File: src/sv/rbo_ram.sv
// generic single write, single registered read port ram
`default_nettype none

module rbo_ram #(
  parameter int WIDTH = 8,
  parameter int DEPTH = 16
) (
  input  wire logic                     clk,
  input  wire logic                     we,
  input  wire logic [$clog2(DEPTH)-1:0] waddr,
  input  wire logic [WIDTH-1:0]         wdata,
  input  wire logic [$clog2(DEPTH)-1:0] raddr,
  output logic      [WIDTH-1:0]         rdata
);

  logic [WIDTH-1:0] mem [DEPTH];

  always_ff @(posedge clk) begin
    if (we) begin
      mem[waddr] <= wdata;
    end
    rdata <= mem[raddr];
  end

endmodule

`default_nettype wire

File: config.mk
export PLATFORM = sky130hd
export DESIGN_NAME = rbo_ram
export DESIGN_NICKNAME = d
export VERILOG_FILES = /design/src/sv/rbo_ram.sv
export SDC_FILE = /design/constraint.sdc
export NUM_CORES = 1
export LEC_CHECK = 0
export BUFFER_PORTS_ARGS = -buffer_cell sky130_fd_sc_hd__buf_4
export CORE_MARGIN = 2
export CORE_UTILIZATION = 55
export CTS_BUF_LIST = sky130_fd_sc_hd__clkbuf_2
export CTS_CLUSTER_SIZE = 20
export DETAILED_ROUTE_END_ITERATION = 8
export GPL_TIMING_DRIVEN = 0
export PLACE_DENSITY = 0.81
export SLEW_MARGIN = 40
export SYNTH_ARGS = -nofsm -noshare
export SYNTH_HDL_FRONTEND = slang
export SYNTH_SLANG_ARGS = --single-unit
File: constraint.sdc
create_clock -name clk -period 3.3 [get_ports clk]
set_clock_uncertainty 0.05 [all_clocks]
set_input_delay 0.495 -clock clk [delete_from_list [all_inputs] [get_ports clk]]
set_output_delay 0.495 -clock clk [all_outputs]
set_load 0.005 [all_outputs]
* Word level (Yosys, flattened, before mapping)
Memory sizes are Yosys's and may differ from the RTL's. A register that Yosys moved wholly into a read port is not among the register bits.
Cells that the tools add are included.
** Storage, ports and cells
- Output and inout bits :: 8
- Logic and storage cells :: 3
- Flip-flop bits (word level) :: 0
- Memories :: 1
- Memory bits (writable) :: 128
** Cells by class
- Multiplexer cells :: 2
** Memory list
- mem :: words 16, width 8, rd ports 1, clocked after memory_dff 1, write ports 1, RTL line 16 : logic [WIDTH-1:0] mem [DEPTH];
** Operators with widths (count)
- 1-bit two-way mux :: 2

* Longest topological paths before layout
Gate-level depths: netlist of run 1.
- Depth after elaboration :: 2
- Depth in mapped cells :: 5

* Worst setup path before layout of run 1
Ideal clock, no wire load.
- Kind :: input to register
- From :: in waddr[2]
- To :: mem mem[0][0], enable pin
- Path slack :: 1.262 ns
- Data required time :: 2.867 ns
- Path buffers :: 0
- Stages on the path :: 2
- Arrival :: 1.605 ns
- Library setup time :: 0.383 ns
- Path through :: or3b_2 > nor3_1
** RTL lines
- start, declared :: RTL line 10 : input wire logic [$clog2(DEPTH)-1:0] waddr,
- end, declared :: RTL line 16
Straight into the memory's write port.

* Worst setup path after layout of run 1
- From :: reg rdata[4] (read register of mem)
- To :: out rdata[4]
** RTL lines
- start, declared :: RTL line 13 : output logic [WIDTH-1:0] rdata
No word-level cell between the ends.

==> results of run 1 <==
## metal layers
metal  global-route usage [%]  wire (um)  up-vias
met5                        0          0        -
met4                     6.32         77        0
met3                     6.03        673        6
met2                     31.0       4720      116
met1                     30.3       4010     1209
li1                         -          -     1064
## worst max path at each step
stage,to,slack [ps],depth (start not counted)
finish,rdata[4],1630,1
global route,rdata[4],1510,1
global placement,mem[0][7],730,3
detailed placement,mem[2][7],1060,3
floorplan,mem[0][0],1260,2
CTS,rdata[3],1570,1
## metrics by stage
stage | worst slack, ps | util [%] | hold WS, ps | area, um2
2_1_floorplan | 1260 | - | 544 | 5150
3_3_place_gp | 728 | 59.7 | 613 | 5470
3_5_place_dp | 1060 | 59.9 | 625 | 5490
4_1_cts | 1570 | 63.2 | 46.3 | 5780
5_1_grt | 1510 | 63.2 | 15.4 | 5780
6_report | 1630 | 63.2 | 104 | 5780
## registers in the layout, summed over array words and instances, names as in the netlist
signal  cells
rdata       8
mem       128
## logic make-up (layout without fill, tap and decap cells)
logic type             count (synthesis)  in the layout  synth area share (%)
muxes                                 32             32                  15.0
and+or+nand+nor                       35             35                  3.18
DFF                                  136            136                  77.8
AOI/OAI and AO/OA                     16             16                  2.33
buffers and inverters                 10             66                  1.68
## where the power goes
group / total [mW] / switching (mW) / internal (mW)
clock network: 1.15 / 0.579 / 0.569
logic: 0.194 / 0.106 / 0.0883
registers: 1.94 / 0.00947 / 1.93
total: 3.28 / 0.694 / 2.59
## placed cells by master, fill, tap and decap left out
| cell | synthesis | routed |
|---|---|---|
| edfxtp_1 | 128 | 128 |
| buf_4 | 1 | 25 |
| mux4_2 | 18 | 18 |
| clkbuf_2 | 0 | 18 |
| a22oi_1 | 16 | 16 |
| mux4_1 | 14 | 14 |
| nor2_1 | 13 | 13 |
| nand2_1 | 9 | 9 |
| dfxtp_1 | 8 | 8 |
| bufinv_16 | 0 | 5 |
| nor3_2 | 0 | 4 |
| buf_6 | 3 | 3 |
| buf_2 | 3 | 3 |
| clkdlybuf4s25_2 | 3 | 3 |
| clkinv_2 | 0 | 3 |
| clkinvlp_4 | 0 | 3 |
| nand3b_1 | 2 | 2 |
| nand2b_1 | 2 | 2 |
| clkinv_1 | 0 | 2 |
| nor2b_1 | 1 | 1 |
| and2_1 | 1 | 1 |
| and2b_1 | 1 | 1 |
| nand3_1 | 1 | 1 |
| or3b_2 | 1 | 1 |
| inv_6 | 0 | 1 |
## layout make-up
class                   count  share of cell area (%)
well taps                 111                    2.40
multi-input cells          83                    18.6
plain buffers              10                    1.49
repair buffers             24                    3.12
flip-flops and latches    136                    69.3
clock inverters            14                    3.53
clock buffers              18                    1.56
==> insert_results.sql, run 1 <==
INSERT INTO impl_metrics (metric_group, metric, value, unit) VALUES
('final_layout', 'antenna_cells_inserted', '0', ''),
('sta', 'setup_viol_count_final', '0', ''),
('sta', 'worst_pin_slew', '856', 'ps'),
('synthesis', 'synth.cells.most_frequent', 'edfxtp_1, mux4_2, a22oi_1, mux4_1, nor2_1', ''),
('floorplan', 'ioPinCount', '26', ''),
('worst_setup_path', 'crit_path_max_fanout', '1', ''),
('worst_setup_path', 'regToRegSetupSlack', '1850', 'ps'),
('cts', 'insertion_delay', '650', 'ps'),
('worst_setup_path', 'worstPathCellList', 'buf_4', ''),
('global_route', 'grt_overflow_total', '0', ''),
('route', 'first_iter_violations', '369', ''),
('worst_setup_path', 'critPathCaptureType', 'output pin', ''),
('synthesis', 'mappedNetlistArea', '0.00515', 'mm2'),
('cts', 'tritoncts', 'yes', ''),
('worst_setup_path', 'critical_path.top_delay_family', 'flip-flops', ''),
('cts', 'clock_tree.root_cell', 'clkbuf_2', ''),
('synthesis', 'top_reg_cell_synth', 'edfxtp_1', ''),
('min_path', 'kind_of_path_behind_the_tightest_hold_check', 'primary input to register', ''),
('min_path', 'hold_path.startpoint', 'wdata[6]', ''),
('worst_setup_path', 'cp_slowest_cell', 'dfxtp_1', ''),
('synthesis', 'syn_avg_cell_area', '22.5', 'um2'),
('synthesis', 'synth_enable_flop_cells', '128', ''),
('global_route', 'pin_count_of_the_biggest_net_entering_global_routing', '17', ''),
('synthesis', 'ys_warn_count', '0', ''),
('worst_setup_path', 'rr_endpoint', 'rdata[0]', ''),
('final_layout', 'number_of_fillers_in_the_final_layout', '601', ''),
('sta', 'clock.fmax', '0.600', 'GHz'),
('global_route', 'grt_first_pass_wirelength', '14200', 'um'),
('synthesis', 'synth_top_cell_area_share', '74.7', '%'),
('global_route', 'global_router_s_overall_resource_usage', '20.8', '%'),
('placed_design', 'dp_hpwl', '5700', 'um'),
('floorplan', 'die_extent_in_x', '101', 'um'),
('synthesis', 'postSynthRegisterBits', '136', ''),
('route', 'vias', '2395', ''),
('route', 'wl_per_cell', '23.9', 'um'),
('sta', 'setup_tns', '0', 'ps'),
('sta', 'grt_setup_unrepaired', 'no', ''),
('sta', 'period_needed', '1670', 'ps'),
('worst_setup_path', 'timing.reg2reg.worst_path_depth', '3', ''),
('cts', 'post_cts_buffers', '0', ''),
('power', 'fin_total_pwr', '3.28', 'mW'),
('synthesis', 'yosys-top-cells-area', 'edfxtp_1, mux4_2, mux4_1', ''),
('floorplan', 'placementRows', '35', ''),
('final_layout', 'seq_area', '0.00400', 'mm2'),
('final_layout', 'multi_input_area', '0.00108', 'mm2'),
('worst_setup_path', 'startpoint_of_the_worst_setup_timing_path', 'rdata[4]', ''),
('route', 'number_of_routed_nets_with_antenna_violations', '0', ''),
('power', 'max-vdd-ir-drop', '0.318', 'mV'),
('worst_setup_path', 'cp_slowest_stage_delay', '340', 'ps'),
('final_layout', 'final_layout_size_suffix_gt1_share', '30.5', '%'),
('sta', 'hold_viol_final', '0', ''),
('floorplan', 'dieArea', '0.0101', 'mm2'),
('cts', 'clock_sink_count', '136', ''),
('final_layout', 'nets', '290', ''),
('synthesis', 'yosys.area.top_type', 'edfxtp_1', ''),
('placed_design', 'gpl.final_weighted_congestion', '0.715', ''),
('worst_setup_path', 'cp_data_required_time', '2750', 'ps'),
('flow_run', 'max_cap_viol', '0', ''),
('final_layout', 'syn2layout_area_growth', '12.3', '%'),
('route', 'detail_route.wirelength', '9480', 'um'),
('synthesis', 'synth-seq-area-share', '77.8', '%'),
('cts', 'worst_setup_hold_path_clk_slew', '200', 'ps'),
('sta', 'post-route-period-util', '50.5', '%'),
('cts', 'cts_buffer_depth', '2', ''),
('worst_setup_path', 'worst_setup_path_start_kind', 'register', ''),
('outcome', 'run_status', 'completed', ''),
('power', 'cellLeakagePower', '1.93', 'nW'),
('worst_setup_path', 'worst-setup-path-type', 'register to output pin', ''),
('final_layout', 'layoutNonFillerInstCount', '396', ''),
('floorplan', 'core_area', '0.00915', 'mm2'),
('cts', 'numCtsBuffers', '17', '');
Note: power is estimated with default switching activity, not from simulation.
==> inputs of run 2 (changes only) <==
PLACE_DENSITY = 0.84   (was 0.81)
clock period = 1.45 ns   (was 3.3 ns; I/O delays follow)
==> insert_results.sql, run 2 (same netlist as run 1, synthesis figures left out) <==
INSERT INTO impl_metrics (metric_group, metric, value, unit) VALUES
('floorplan', 'dieArea', '0.0101', 'mm2'),
('sta', 'grt_setup_unrepaired', 'yes', ''),
('global_route', 'global_router_s_overall_resource_usage', '20.5', '%'),
('sta', 'worst_pin_slew', '804', 'ps'),
('floorplan', 'core_area', '0.00915', 'mm2'),
('route', 'drt-vias-per-instance', '5.93', ''),
('global_route', 'antenna_found_initial', '0', ''),
('cts', 'clock_sink_count', '136', ''),
('worst_setup_path', 'worst-setup-path-type', 'primary input to register', ''),
('floorplan', 'die_extent_in_x', '101', 'um'),
('power', 'fin_total_pwr', '7.08', 'mW'),
('final_layout', 'layout_commonest_cell', 'edfxtp_1', ''),
('sta', 'period_needed', '1470', 'ps'),
('global_route', 'first_global_vias', '2495', ''),
('placed_design', 'dpl-instance-area', '0.00549', 'mm2'),
('sta', 'setup_slack', '-15.0', 'ps'),
('power', 'max-vdd-ir-drop', '0.549', 'mV'),
('power', 'cellLeakagePower', '1.96', 'nW'),
('final_layout', 'largest_reg_flops', '128', ''),
('outcome', 'violations', 'negative setup slack', ''),
('final_layout', 'multi_input_area', '0.00110', 'mm2'),
('floorplan', 'initial_core_util', '56.2', '%'),
('sta', 'final_max_slew_viol_count', '0', ''),
('route', 'vias', '2432', ''),
('sta', 'clock.fmax', '0.683', 'GHz'),
('sta', 'post-route-period-util', '101', '%'),
('flow_run', 'max_cap_viol', '0', ''),
('final_layout', 'largest_register', 'mem', ''),
('cts', 'cts.htree.levels', '4', ''),
('placed_design', 'placement.io_buffers', '24', ''),
('final_layout', 'seq_area', '0.00401', 'mm2'),
('placed_design', 'post_placement_setup_slack', '-520', 'ps'),
('sta', 'setup_viol_count_final', '6', ''),
('final_layout', 'final_layout_size_suffix_gt1_share', '32.8', '%'),
('worst_setup_path', 'worst_setup_path_start_kind', 'primary input', ''),
('global_route', 'grt_first_pass_wirelength', '14200', 'um'),
('route', 'detail_route.wirelength', '9530', 'um'),
('cts', 'insertion_delay', '660', 'ps'),
('worst_setup_path', 'crit_path_max_fanout', '8', ''),
('worst_setup_path', 'worstPathArrival', '1720', 'ps'),
('route', 'wl_per_cell', '23.2', 'um'),
('cts', 'holdBufCountCts', '14', ''),
('sta', 'hold_viol_final', '0', ''),
('worst_setup_path', 'cp_data_required_time', '1700', 'ps'),
('min_path', 'kind_of_path_behind_the_tightest_hold_check', 'primary input to register', ''),
('route', 'drt_drc_violations_left', '0', ''),
('cts', 'tritoncts', 'yes', ''),
('cts', 'cts_buffer_depth', '2', ''),
('outcome', 'run_status', 'complete, but fails checks', ''),
('final_layout', 'layout.cells.most_common_list', 'edfxtp_1, mux4_2, buf_4', ''),
('final_layout', 'final_design_area_no_fill', '0.00592', 'mm2'),
('cts', 'clock_tree.root_cell', 'clkbuf_2', ''),
('floorplan', 'chipHeight', '101', 'um'),
('final_layout', 'nets', '304', ''),
('route', 'first_iter_violations', '274', ''),
('worst_setup_path', 'critPathCaptureType', 'register', ''),
('global_route', 'grt_overflow_total', '0', ''),
('cts', 'numCtsBuffers', '17', ''),
('power', 'power_per_cell_area', '1200', 'mW/mm2'),
('final_layout', 'antenna_cells_inserted', '0', ''),
('global_route', 'pin_count_of_the_biggest_net_entering_global_routing', '17', ''),
('route', 'drt_pass1_iterations', '4', ''),
('final_layout', 'number_of_fillers_in_the_final_layout', '594', ''),
('final_layout', 'syn2layout_area_growth', '15.0', '%'),
('placed_design', 'gpl.final_weighted_congestion', '0.722', ''),
('placed_design', 'dp_hpwl', '5980', 'um'),
('final_layout', 'biggest_registers_after_layout', 'mem (128), rdata (8)', ''),
('floorplan', 'placementRows', '35', ''),
('floorplan', 'ioPinCount', '26', ''),
('cts', 'worst_setup_hold_path_clk_slew', '200', 'ps'),
('sta', 'relSlewSlack', '46.2', '%'),
('route', 'number_of_routed_nets_with_antenna_violations', '0', ''),
('cts', 'post_cts_buffers', '0', '');
run 2: worst paths after layout:
kind	from	end	slack (ps)	cells past startpoint
hold / removal	waddr[2]	mem[0][1]	70	3
setup reg to reg	mem[5][0]	rdata[0]	60	3
setup / recovery	waddr[1]	mem[8][2]	-20	3
hold reg to reg	mem[8][0]	rdata[0]	650	3
run 2: layout make-up:
class	instances	share of cell area, %
clock inverter	15	2.60
multi-input combinational	83	18.5
sequential	136	67.8
tap	111	2.35
buffer	10	1.46
clock buffer	17	1.44
timing repair buffer	38	5.85
run 2: power by group:
part | switching (mW) | internal, mW
Combinational | 0.248 | 0.242
Clock | 1.38 | 0.786
Sequential | 0.0261 | 4.39
Total | 1.65 | 5.42
run 2: critical path: stages:
cell and delay, ps:
buf_4 130, dlygate4sd3_1 660, nor3_2 700
run 2: routing by layer:
metal | track usage (%) | wire length [um] | part of all wire, % | vias to the layer above
li1 | - | - | - | 1093
met1 | 29.4 | 4270 | 45 | 1246
met5 | 0 | 0 | 0 | -
met3 | 4.79 | 447 | 4.7 | 15
met4 | 8.85 | 130 | 1.4 | 0
met2 | 30.9 | 4680 | 49 | 78
run 2: metrics by stage:
step / std cells / setup TNS (ps) / utilization (%) / hold slack [ps]
after floorplan: 229 / -2540 / - / 266
after global placement: 364 / -32500 / 59.9 / 474
after detailed placement: 364 / -35250 / 59.9 / 497
after CTS: 410 / -40.6 / 64.1 / -1.86
after global routing: 410 / -138 / 64.7 / -4.97
final: 410 / -55.5 / 64.7 / 74.8
run 2: timing repair:
item,CTS,global route
resized for setup,1,16
hold endpoints to repair,163,4
endpoints found under the setup margin,3,12
pin swaps,0,2
