$ cat src/sv/rbo_pkg.sv
// shared constants, types and sine table for the rotated box outline cell walker
`default_nettype none

package rbo_pkg;

  localparam int MAX_CELLS  = 64;
  localparam int CNT_W      = $clog2(MAX_CELLS + 1);
  localparam int ADDR_W     = $clog2(MAX_CELLS);
  localparam int WIDTH_MAX  = 4096;
  localparam int MAPW_W     = 13;
  localparam int CSIZE_W    = 16;
  localparam int POS_W      = 24;
  localparam int HEAD_W     = 16;
  localparam int CELL_W     = 16;
  localparam int IDX_W      = 28;
  localparam int CFG_IDX_W  = 1;
  localparam int CFG_DATA_W = 16;
  localparam int DIV_W      = 40;
  localparam int TRIG_W     = 18;

  localparam logic [DIV_W-1:0] HALF_LEN_Q = 40'd40265318;
  localparam logic [DIV_W-1:0] HALF_WID_Q = 40'd30198989;

  typedef enum logic [CFG_IDX_W-1:0] {
    CFG_CELL_SIZE = 1'b0,
    CFG_MAP_WIDTH = 1'b1
  } cfg_reg_t;

  typedef struct packed {
    logic signed [CELL_W-1:0] x;
    logic signed [CELL_W-1:0] y;
    logic [IDX_W-1:0]         key;
  } cell_ent_t;

  localparam int ENT_W = $bits(cell_ent_t);

  function automatic logic [16:0] sin_tab(input logic [4:0] i);
    case (i)
      5'd0:    return 17'd0;
      5'd1:    return 17'd6424;
      5'd2:    return 17'd12785;
      5'd3:    return 17'd19024;
      5'd4:    return 17'd25080;
      5'd5:    return 17'd30893;
      5'd6:    return 17'd36410;
      5'd7:    return 17'd41576;
      5'd8:    return 17'd46341;
      5'd9:    return 17'd50660;
      5'd10:   return 17'd54491;
      5'd11:   return 17'd57798;
      5'd12:   return 17'd60547;
      5'd13:   return 17'd62714;
      5'd14:   return 17'd64277;
      5'd15:   return 17'd65220;
      default: return 17'd65536;
    endcase
  endfunction

  function automatic logic [16:0] quarter_sine(input logic [14:0] a);
    logic [16:0] lo;
    logic [16:0] hi;
    logic [26:0] prod;
    lo   = sin_tab({1'b0, a[13:10]});
    hi   = sin_tab({1'b0, a[13:10]} + 5'd1);
    prod = {10'b0, 17'(hi - lo)} * {17'b0, a[9:0]};
    if (a >= 15'd16384) begin
      return 17'd65536;
    end
    return lo + prod[26:10];
  endfunction

  function automatic logic signed [TRIG_W-1:0] sine16(input logic [HEAD_W-1:0] h);
    logic [16:0] qa;
    logic [16:0] qb;
    qa = quarter_sine({1'b0, h[13:0]});
    qb = quarter_sine(15'd16384 - {1'b0, h[13:0]});
    case (h[15:14])
      2'd0:    return $signed({1'b0, qa});
      2'd1:    return $signed({1'b0, qb});
      2'd2:    return -$signed({1'b0, qa});
      default: return -$signed({1'b0, qb});
    endcase
  endfunction

endpackage

`default_nettype wire

$ cat src/sv/rbo_div.sv
// restoring serial divider, one quotient bit per cycle
`default_nettype none

module rbo_div (
  input  wire logic                        clk,
  input  wire logic                        rst_n,
  input  wire logic                        start,
  input  wire logic [rbo_pkg::DIV_W-1:0]   num,
  input  wire logic [rbo_pkg::CSIZE_W-1:0] den,
  output logic                             done,
  output logic      [rbo_pkg::DIV_W-1:0]   quo
);
  import rbo_pkg::*;

  localparam int CNT_BITS = $clog2(DIV_W + 1);

  logic [DIV_W-1:0]    quo_r;
  logic [DIV_W-1:0]    quo_nxt;
  logic [CSIZE_W-1:0]  rem_r;
  logic [CSIZE_W-1:0]  rem_nxt;
  logic [CNT_BITS-1:0] cnt_r;
  logic                busy_r;
  logic                done_r;
  logic [CSIZE_W:0]    shifted;
  logic [CSIZE_W:0]    trial;

  always_comb begin
    shifted = {rem_r, quo_r[DIV_W-1]};
    trial   = shifted - {1'b0, den};
    if (shifted >= {1'b0, den}) begin
      rem_nxt = trial[CSIZE_W-1:0];
      quo_nxt = {quo_r[DIV_W-2:0], 1'b1};
    end else begin
      rem_nxt = shifted[CSIZE_W-1:0];
      quo_nxt = {quo_r[DIV_W-2:0], 1'b0};
    end
  end

  always_ff @(posedge clk) begin
    if (!rst_n) begin
      busy_r <= 1'b0;
      done_r <= 1'b0;
      cnt_r  <= '0;
    end else begin
      done_r <= 1'b0;
      if (start) begin
        quo_r  <= num;
        rem_r  <= '0;
        cnt_r  <= CNT_BITS'(DIV_W);
        busy_r <= 1'b1;
      end else if (busy_r) begin
        quo_r <= quo_nxt;
        rem_r <= rem_nxt;
        cnt_r <= cnt_r - 1'b1;
        if (cnt_r == CNT_BITS'(1)) begin
          busy_r <= 1'b0;
          done_r <= 1'b1;
        end
      end
    end
  end

  assign done = done_r;
  assign quo  = quo_r;

endmodule

`default_nettype wire

$ cat config.mk
export PLATFORM = sky130hd
export DESIGN_NAME = rbo_div
export DESIGN_NICKNAME = d
export VERILOG_FILES = /design/src/sv/rbo_pkg.sv /design/src/sv/rbo_div.sv
export SDC_FILE = /design/constraint.sdc
export NUM_CORES = 1
export LEC_CHECK = 0
export BUFFER_PORTS_ARGS = -buffer_cell sky130_fd_sc_hd__buf_4
export CORE_ASPECT_RATIO = 1.4
export CORE_MARGIN = 5
export CORE_UTILIZATION = 48
export DETAILED_ROUTE_END_ITERATION = 10
export PLACE_DENSITY = 0.81
export SYNTH_ARGS = -nofsm -noshare
export SYNTH_HDL_FRONTEND = slang
export SYNTH_SLANG_ARGS = --single-unit
$ cat constraint.sdc
create_clock -name clk -period 3 [get_ports clk]
set_clock_uncertainty 0.1 [all_clocks]
set_input_delay 0.6 -clock clk [delete_from_list [all_inputs] [get_ports clk]]
set_output_delay 0.6 -clock clk [all_outputs]
set_load 0.005 [all_outputs]
# == Yosys cells after proc, flatten, opt, wreduce, memory -nomap -nowiden ==
# Index checks and enable logic that the tools add are counted.
# op_classes
magnitude_cmp,1
add_sub_neg,2
n_reduce_logical,4
n_eq_ne,1
n_mux,11
bitwise,2
# ops
op,count
$mux 40,2
$mux 16,2
$ge 17x16->1,1
$sub 16x16->16,1
$mux 6,2
$eq 6x1->1 const B,1
$sub 6x1->6 const B,1
$mux 1,5
$reduce_or 3->1,1
$not 1->1,2
$reduce_and 2->1,1
$reduce_bool 2->1,1
$reduce_or 2->1,1
# word_totals
out_inout_bits,41
input_bits,59
register_bits,64

# == Depth between registers and ports, before layout ==
# Gate-level depths: netlist of the first run.
# depth
ltp_word,4
mapped_depth,10

# == Least setup slack after synthesis of the first run ==
# Ideal clock, no wire load.
# synth_timing
path_type,input to register
startpoint,in start
endpoint,"reg quo_r[0] (netlist: quo[0]), enable pin"
setup_time_ns,0.419
setup_slack_ns,0.058
stages,3
required_ns,2.481
arrival_ns,2.424
path_cell_list,clkbuf_1 -> clkbuf_1 -> o21a_1
# synth_via
elab_chain_cells,2
# synth_lines
item,line,rtl
start: declaration,rbo_div.sv:7,"input wire logic start,"
$reduce_bool 2->1 (no line),n/a,
$reduce_and 2->1 (no line),n/a,
end signal: assignment,rbo_div.sv:47,quo_r <= num;
end signal: assignment,rbo_div.sv:52,quo_r <= quo_nxt;
end: declaration,rbo_div.sv:17,logic [DIV_W-1:0] quo_r;
# Every way passes these cells.
# A chain may end at the register's enable or synchronous reset.

# == Final worst setup path of the first run ==
# layout_timing
startpoint,reg quo_r[39] (netlist: quo[39])
endpoint,"reg rem_r[12], data pin"
# layout_via
elab_chain_cells,3
# layout_lines
item,line,rtl
$sub 16x16->16 or $ge 17x16->1 (tied branches),"rbo_div.sv:29, rbo_div.sv:30",
$mux 16 (*),rbo_div.sv:30,"if (shifted >= {1'b0, den}) begin"
$mux 16 (*),rbo_div.sv:51,end else if (busy_r) begin
end signal: assignment,rbo_div.sv:53,rem_r <= rem_nxt;
end: declaration,rbo_div.sv:19,logic [CSIZE_W-1:0] rem_r;
# Mark *: on every way between the ends. The rest lies on a longest branch, timed or not. The select of a mux whose other input is x is not followed.

==> results of run 1 <==
## stage by stage
step | setup TNS, ps | setup slack (ps)
2_1_floorplan | 0 | 57.9
3_3_place_gp | 0 | 51.5
3_5_place_dp | -45.3 | -45.3
4_1_cts | 0 | 68.7
5_1_grt | 0 | 60.7
6_report | 0 | 218
## path summary, 6_finish.rpt
check	to	slack, ps	cells after the start
max	rem_r[12]	220	10
min	cnt_r[0]	390	2
max reg2reg	rem_r[12]	220	10
min reg2reg	cnt_r[0]	390	2
## report_power, final
| group | leakage (nW) | switching [mW] | internal, mW |
|---|---|---|---|
| clock network | 0.0749 | 0.305 | 0.292 |
| logic | 1.26 | 0.302 | 0.306 |
| registers | 0.603 | 0.0435 | 1.06 |
| total | 1.94 | 0.651 | 1.66 |
## cell families after synthesis
| group | synth area share |
|---|---|
| and+or+nand+nor | 0.0760 |
| adders and majority gates | 0.0671 |
| xor gates and xnor gates | 0.0359 |
| muxes | 0.123 |
| AOI/OAI and AO/OA | 0.159 |
| DFF | 0.504 |
| buffers and inverters | 0.0346 |
## flip-flops by register name, indices dropped and copies added (netlist names)
signal  cells
busy_r      1
done        1
rem_r      16
quo        40
cnt_r       6
## worst reg2reg max path: cells and delay by family, from the launching register on
kind	cells	cell delay (ps)
AOI/OAI and AO/OA	5	1040
DFF	1	400
buffers and inverters	2	180
adders and majority gates	2	580
xor gates and xnor gates	1	220
## layout make-up
cell class,instances,share of cell area
clock buffers,13,0.0294
multi-input cells,205,0.359
inverters,22,0.0175
clock inverters,2,0.00186
well taps,97,0.0257
repair buffers,111,0.177
flip-flops and latches,64,0.390
## layer usage
layer	share of wire	vias to the layer above
li1	-	1365
met1	0.37	1325
met2	0.52	104
met3	0.089	13
met4	0.019	0
met5	0	-
## cells in the mapped netlist
cell type and number:
buf_2 2, a221oi_1 3, a31o_2 1, o211a_1 1, a31oi_4 1, and2_1 1, o21a_1 4, nand3_1 10
o211ai_1 2, or3b_4 1, nand4_1 6, a22oi_1 1, o31ai_1 1, a21oi_1 20, fa_1 1, and3_1 3
o31ai_2 6, dfxtp_1 8, edfxtp_1 56, inv_1 22, ha_1 18, o21bai_1 1, clkbuf_1 7, a211o_2 1
nor2_1 10, or2_2 1, xnor2_1 11, nor3_1 5, or3_1 2, mux2_2 40, nand2_1 13, a31oi_1 1
o2111ai_4 1, xor2_1 4, a31o_1 4, o21ai_0 10, nand2b_1 2, a21boi_0 3, o2111a_2 1, nor2_4 1
a21o_1 8, a211oi_1 5, buf_1 2, a211oi_2 1
==> results.md, run 1 <==
* Worst slew margin at 0.720
* Max Buffers Root-to-Sink at 2
* # hold bufs at CTS at 0
* Startpoint of the worst register-to-register path: quo[39]
* Area fraction of the dominant cell type after synthesis at 0.460
* First-pass GRT wire length at 14900 um
* Largest net degree at the start of global routing at 32
* Power per cell area at 489 mW/mm^2
* Commonest non-fill, non-tap cell in the layout: buf_4
* Vias in the first global route at around 3k
* Met3 Use GR at 0.0838
* Critical path's top delay family: compound AO/OA/AOI/OAI gates
* VDD IR max at 0.000364 V
* Status: completed
* Register area at 0.00184 mm^2
* Die H at 113 um
* WHS at 390 ps
* Leak at about 1.9 nW
* Via count at 2807
* GR peak layer: met2
* TritonCTS Buffers at 9
* Worst Tran Pin Value at around 420 ps
* I/O Pins at 100
* # setup viols final at 0
* RD Place Congestion at 0.854
* Worst path slowest cell: edfxtp_1
* Hold path start: cnt_r[0]
* Clock Sinks at 64
* Largest area contributor in the netlist: edfxtp_1
* Hold Crit Class: reg2reg
* Worst Setup Start Kind: register
* Most frequent cells in the layout: buf_4 (111), edfxtp_1 (56), mux2_2 (40)
* Root Buffer Master: clkbuf_8
* Area contributors post-synth: edfxtp_1 (46%), mux2_2 (12%), ha_1 (6.2%)
* Cells after Synth at 302
* Clock latency on the worst-skew pair at 340 ps
* Starting Density at 0.493
* WL/cell at 17.4 um
* Timing-limited maximum frequency at roughly 360 MHz
* DRT antenna net count at 0
* P&R area growth vs syn at 29.2%
* Yosys Warn Count at 0
* Final slew viol count at 0
* Total Power at 2.31 mW
* Synth Cell Area at 0.00365 mm^2
* Remaining DRCs at 0
* Top cell by count, worst path: inv_1
* Crit path DAT at ~2800 ps
* Area of the multi-input gates at 0.00169 mm^2
* Fin nets at between 400 and 500
* Chip width at 83.7 um
* Syn_nets at 380
* GR Util met1 at 0.207
* Hpwl dp at 6850 um
* Clock H-tree levels at 3
* Setup CP Type: reg2reg
* Final wirelength at 8970 um
* Post-cts sizing count at 0
* Post-layout min period at 2780 ps
* Full die area at between 0.009 and 0.01 mm^2
* Antenna violations before repair at 0
* Placed Instances at between 400 and 500
* Placed Area at 0.00457 mm^2
* Fin. Hold Viols at 0
* CORE AREA at approximately 0.0074 mm^2
* Crit path cell chain: inv_1 > ha_1 > inv_1 > fa_1 > a21o_1 > a221oi_2 > o21ai_1 > a21boi_0 > xor2_1 > o31ai_2
* Design Area, Final at roughly 0.0047 mm^2
* Initial drt markers at 113
* Gr usage total at 0.197
* CTS tree: done
* ANT cells at 0
* Max Cap Viol at 0
* RSZ-0062 raised after global routing: no
* Unique masters post-synth at 44
* Post-synthesis sequential element count at 64
* CP startpoint: quo[39]
* Met2 Usage GRT at 0.348
* WP buf/inv at 2
* Via-to-Cell Ratio at about 5.5
* Highest cell delay on the worst timing path at 400 ps
* Grt ovf at 0
* Fill count at 593
* PortBufs at 99
* Worst EP required at 2990 ps
* Syn avg cell area at 12.1 um^2
* Cell Count, Final, Fillers Out at between 500 and 600
* Worst-path clk slew at 70 ps
* Final Cycle Share at 0.927
* Post-CTS setup buffers at 0
* Fin util at 0.637
* Critical path fanouts, max at 3
* Setup crit end kind: register
* DRT Pass-1 Iters at 4
* Sequential fraction of the synthesis area at 0.504
* # rows at 37
* Layout cells sized above 1 at 0.427
(Power assumes the default switching activity.)
==> run 2, diff against run 1 <==
Settings changed: PLACE_DENSITY 0.81 to 0.77, SLEW_MARGIN from default to 40.
==> results.md, run 2 (synthesis results as in run 1) <==
* Initial drt markers at 88
* Setup TNS at 0 ps
* P&R area growth vs syn at 31.2%
* Setup crit end kind: register
* TritonCTS Buffers at 9
* Worst slew margin at 0.609
* Via count at ~2.8k
* RSZ-0062 raised after global routing: no
* Flop-to-flop setup slack at 280 ps
* Fin nets at 491
* Fill count at 575
* Remaining DRCs at 0
* Sw power at 0.654 mW
* Pint at 1.82 mW
* Hpwl dp at approximately 6700 um
* Antenna violations before repair at 0
* Post-CTS setup buffers at 0
* CTS tree: done
* # setup viols final at 0
* Register area at 0.00184 mm^2
* Worst Setup Start Kind: register
* Setup CP Type: reg2reg
* PortBufs at 99
* Via-to-Cell Ratio at 5.45
* Gr usage total at 0.187
* Timing-limited maximum frequency at 367 MHz
* Max reg flops at 40
* Chip width at 83.7 um
* ANT cells at 0
* Most frequent cells in the layout: buf_4 (110), edfxtp_1 (56), mux2_2 (40)
* DRT antenna net count at 0
* Post-layout min period at 2720 ps
* Starting Density at 0.493
* Vias in the first global route at 3016
* Worst Tran Pin Value at ~600 ps
* Fin. Hold Viols at 0
* Status: completed
* Die H at 113 um
* Worst EP required at approximately 3000 ps
* Area of the multi-input gates at 0.00169 mm^2
* Largest net degree at the start of global routing at 37
* Final slew viol count at 0
* VDD IR max at 0.000361 V
* Combinational share of power at 0.248
* CORE AREA at 0.00741 mm^2
* Clock Sinks at 64
* Clock latency on the worst-skew pair at 320 ps
* Full die area at between 0.009 and 0.01 mm^2
* Worst-path clk slew at 70 ps
* Layout cells sized above 1 at 0.438
* Grt ovf at 0
* Hold Crit Class: reg2reg
* Critical path fanouts, max at 9
* RD Place Congestion at 0.856
* Seq pwr share at 0.446
* Max Buffers Root-to-Sink at 2
* I/O Pins at 100
* DRT Pass-1 Iters at 4
* Final Cycle Share at 0.907
* Crit path DAT at around 2700 ps
* Commonest non-fill, non-tap cell in the layout: buf_4
* Clk pwr share at 0.306
* Clock H-tree levels at 3
* Final wirelength at 8670 um
* WL/cell at 16.8 um
* Leak at 1.98 nW
* WHS at 386 ps
* Sw Ratio at 0.264
* Root Buffer Master: clkbuf_8
* # rows at 37
* Max Cap Viol at 0
* First-pass GRT wire length at 14300 um
* Power per cell area at 516 mW/mm^2
-- run 2: power groups by stage --
| stage | logic (mW) | registers (mW) | clock network (mW) |
|---|---|---|---|
| finish | 0.613 | 1.10 | 0.758 |
| global route | 0.681 | 1.11 | 0.822 |
| CTS | 0.613 | 1.10 | 0.779 |
| detailed placement | 0.607 | 1.12 | 0 |
| global placement | 0.595 | 1.12 | 0 |
| floorplan | 0.383 | 1.11 | 0 |
-- run 2: metal layers --
| layer | global-route usage | wire length (um) | share of wire | up-vias |
|---|---|---|---|---|
| met5 | 0 | 0 | 0 | - |
| met4 | 0.0762 | 209 | 0.024 | 0 |
| met3 | 0.0655 | 634 | 0.073 | 16 |
| met2 | 0.321 | 4420 | 0.51 | 107 |
| met1 | 0.210 | 3410 | 0.39 | 1317 |
| li1 | - | - | - | 1368 |
-- run 2: worst paths after layout --
kind,startpoint,end,depth (start not counted)
worst min-delay path,cnt_r[0],cnt_r[0],2
worst max-delay path,rem_r[9],rem_r[7],7
worst min register to register,cnt_r[0],cnt_r[0],2
worst max register to register,rem_r[9],rem_r[7],7
-- run 2: area by class of cell --
| type | count | area share |
|---|---|---|
| sequential | 64 | 0.384 |
| timing repair buffer | 111 | 0.176 |
| inverter | 22 | 0.0172 |
| tap | 97 | 0.0253 |
| multi-input combinational | 205 | 0.353 |
| clock buffer | 13 | 0.0352 |
| clock inverter | 3 | 0.00835 |
-- run 2: repair_timing --
item | in CTS | in global routing
gates resized for setup | 0 | 2
endpoints found under the setup margin | 0 | 2
hold buffers | 0 | 0
-- run 2: critical path: stages (launching register included) --
cell,delay [ps]
edfxtp_1,420
ha_1,440
and3_1,240
or3b_4,410
a31oi_4,200
o2111a_2,340
nor2_4,100
a31o_1,230
-- run 2: per-stage QoR --
step | cells | util | cell area, um^2 | power [mW] | setup WS, ps
after global routing | 515 | 0.647 | 4790 | 2.61 | 129
after detailed placement | 499 | 0.618 | 4580 | 1.73 | -9.97
final | 515 | 0.647 | 4790 | 2.47 | 278
after floorplan | 302 | - | 3650 | 1.50 | 57.9
after CTS | 515 | 0.646 | 4790 | 2.49 | 139
after global placement | 499 | 0.618 | 4580 | 1.71 | 51.3
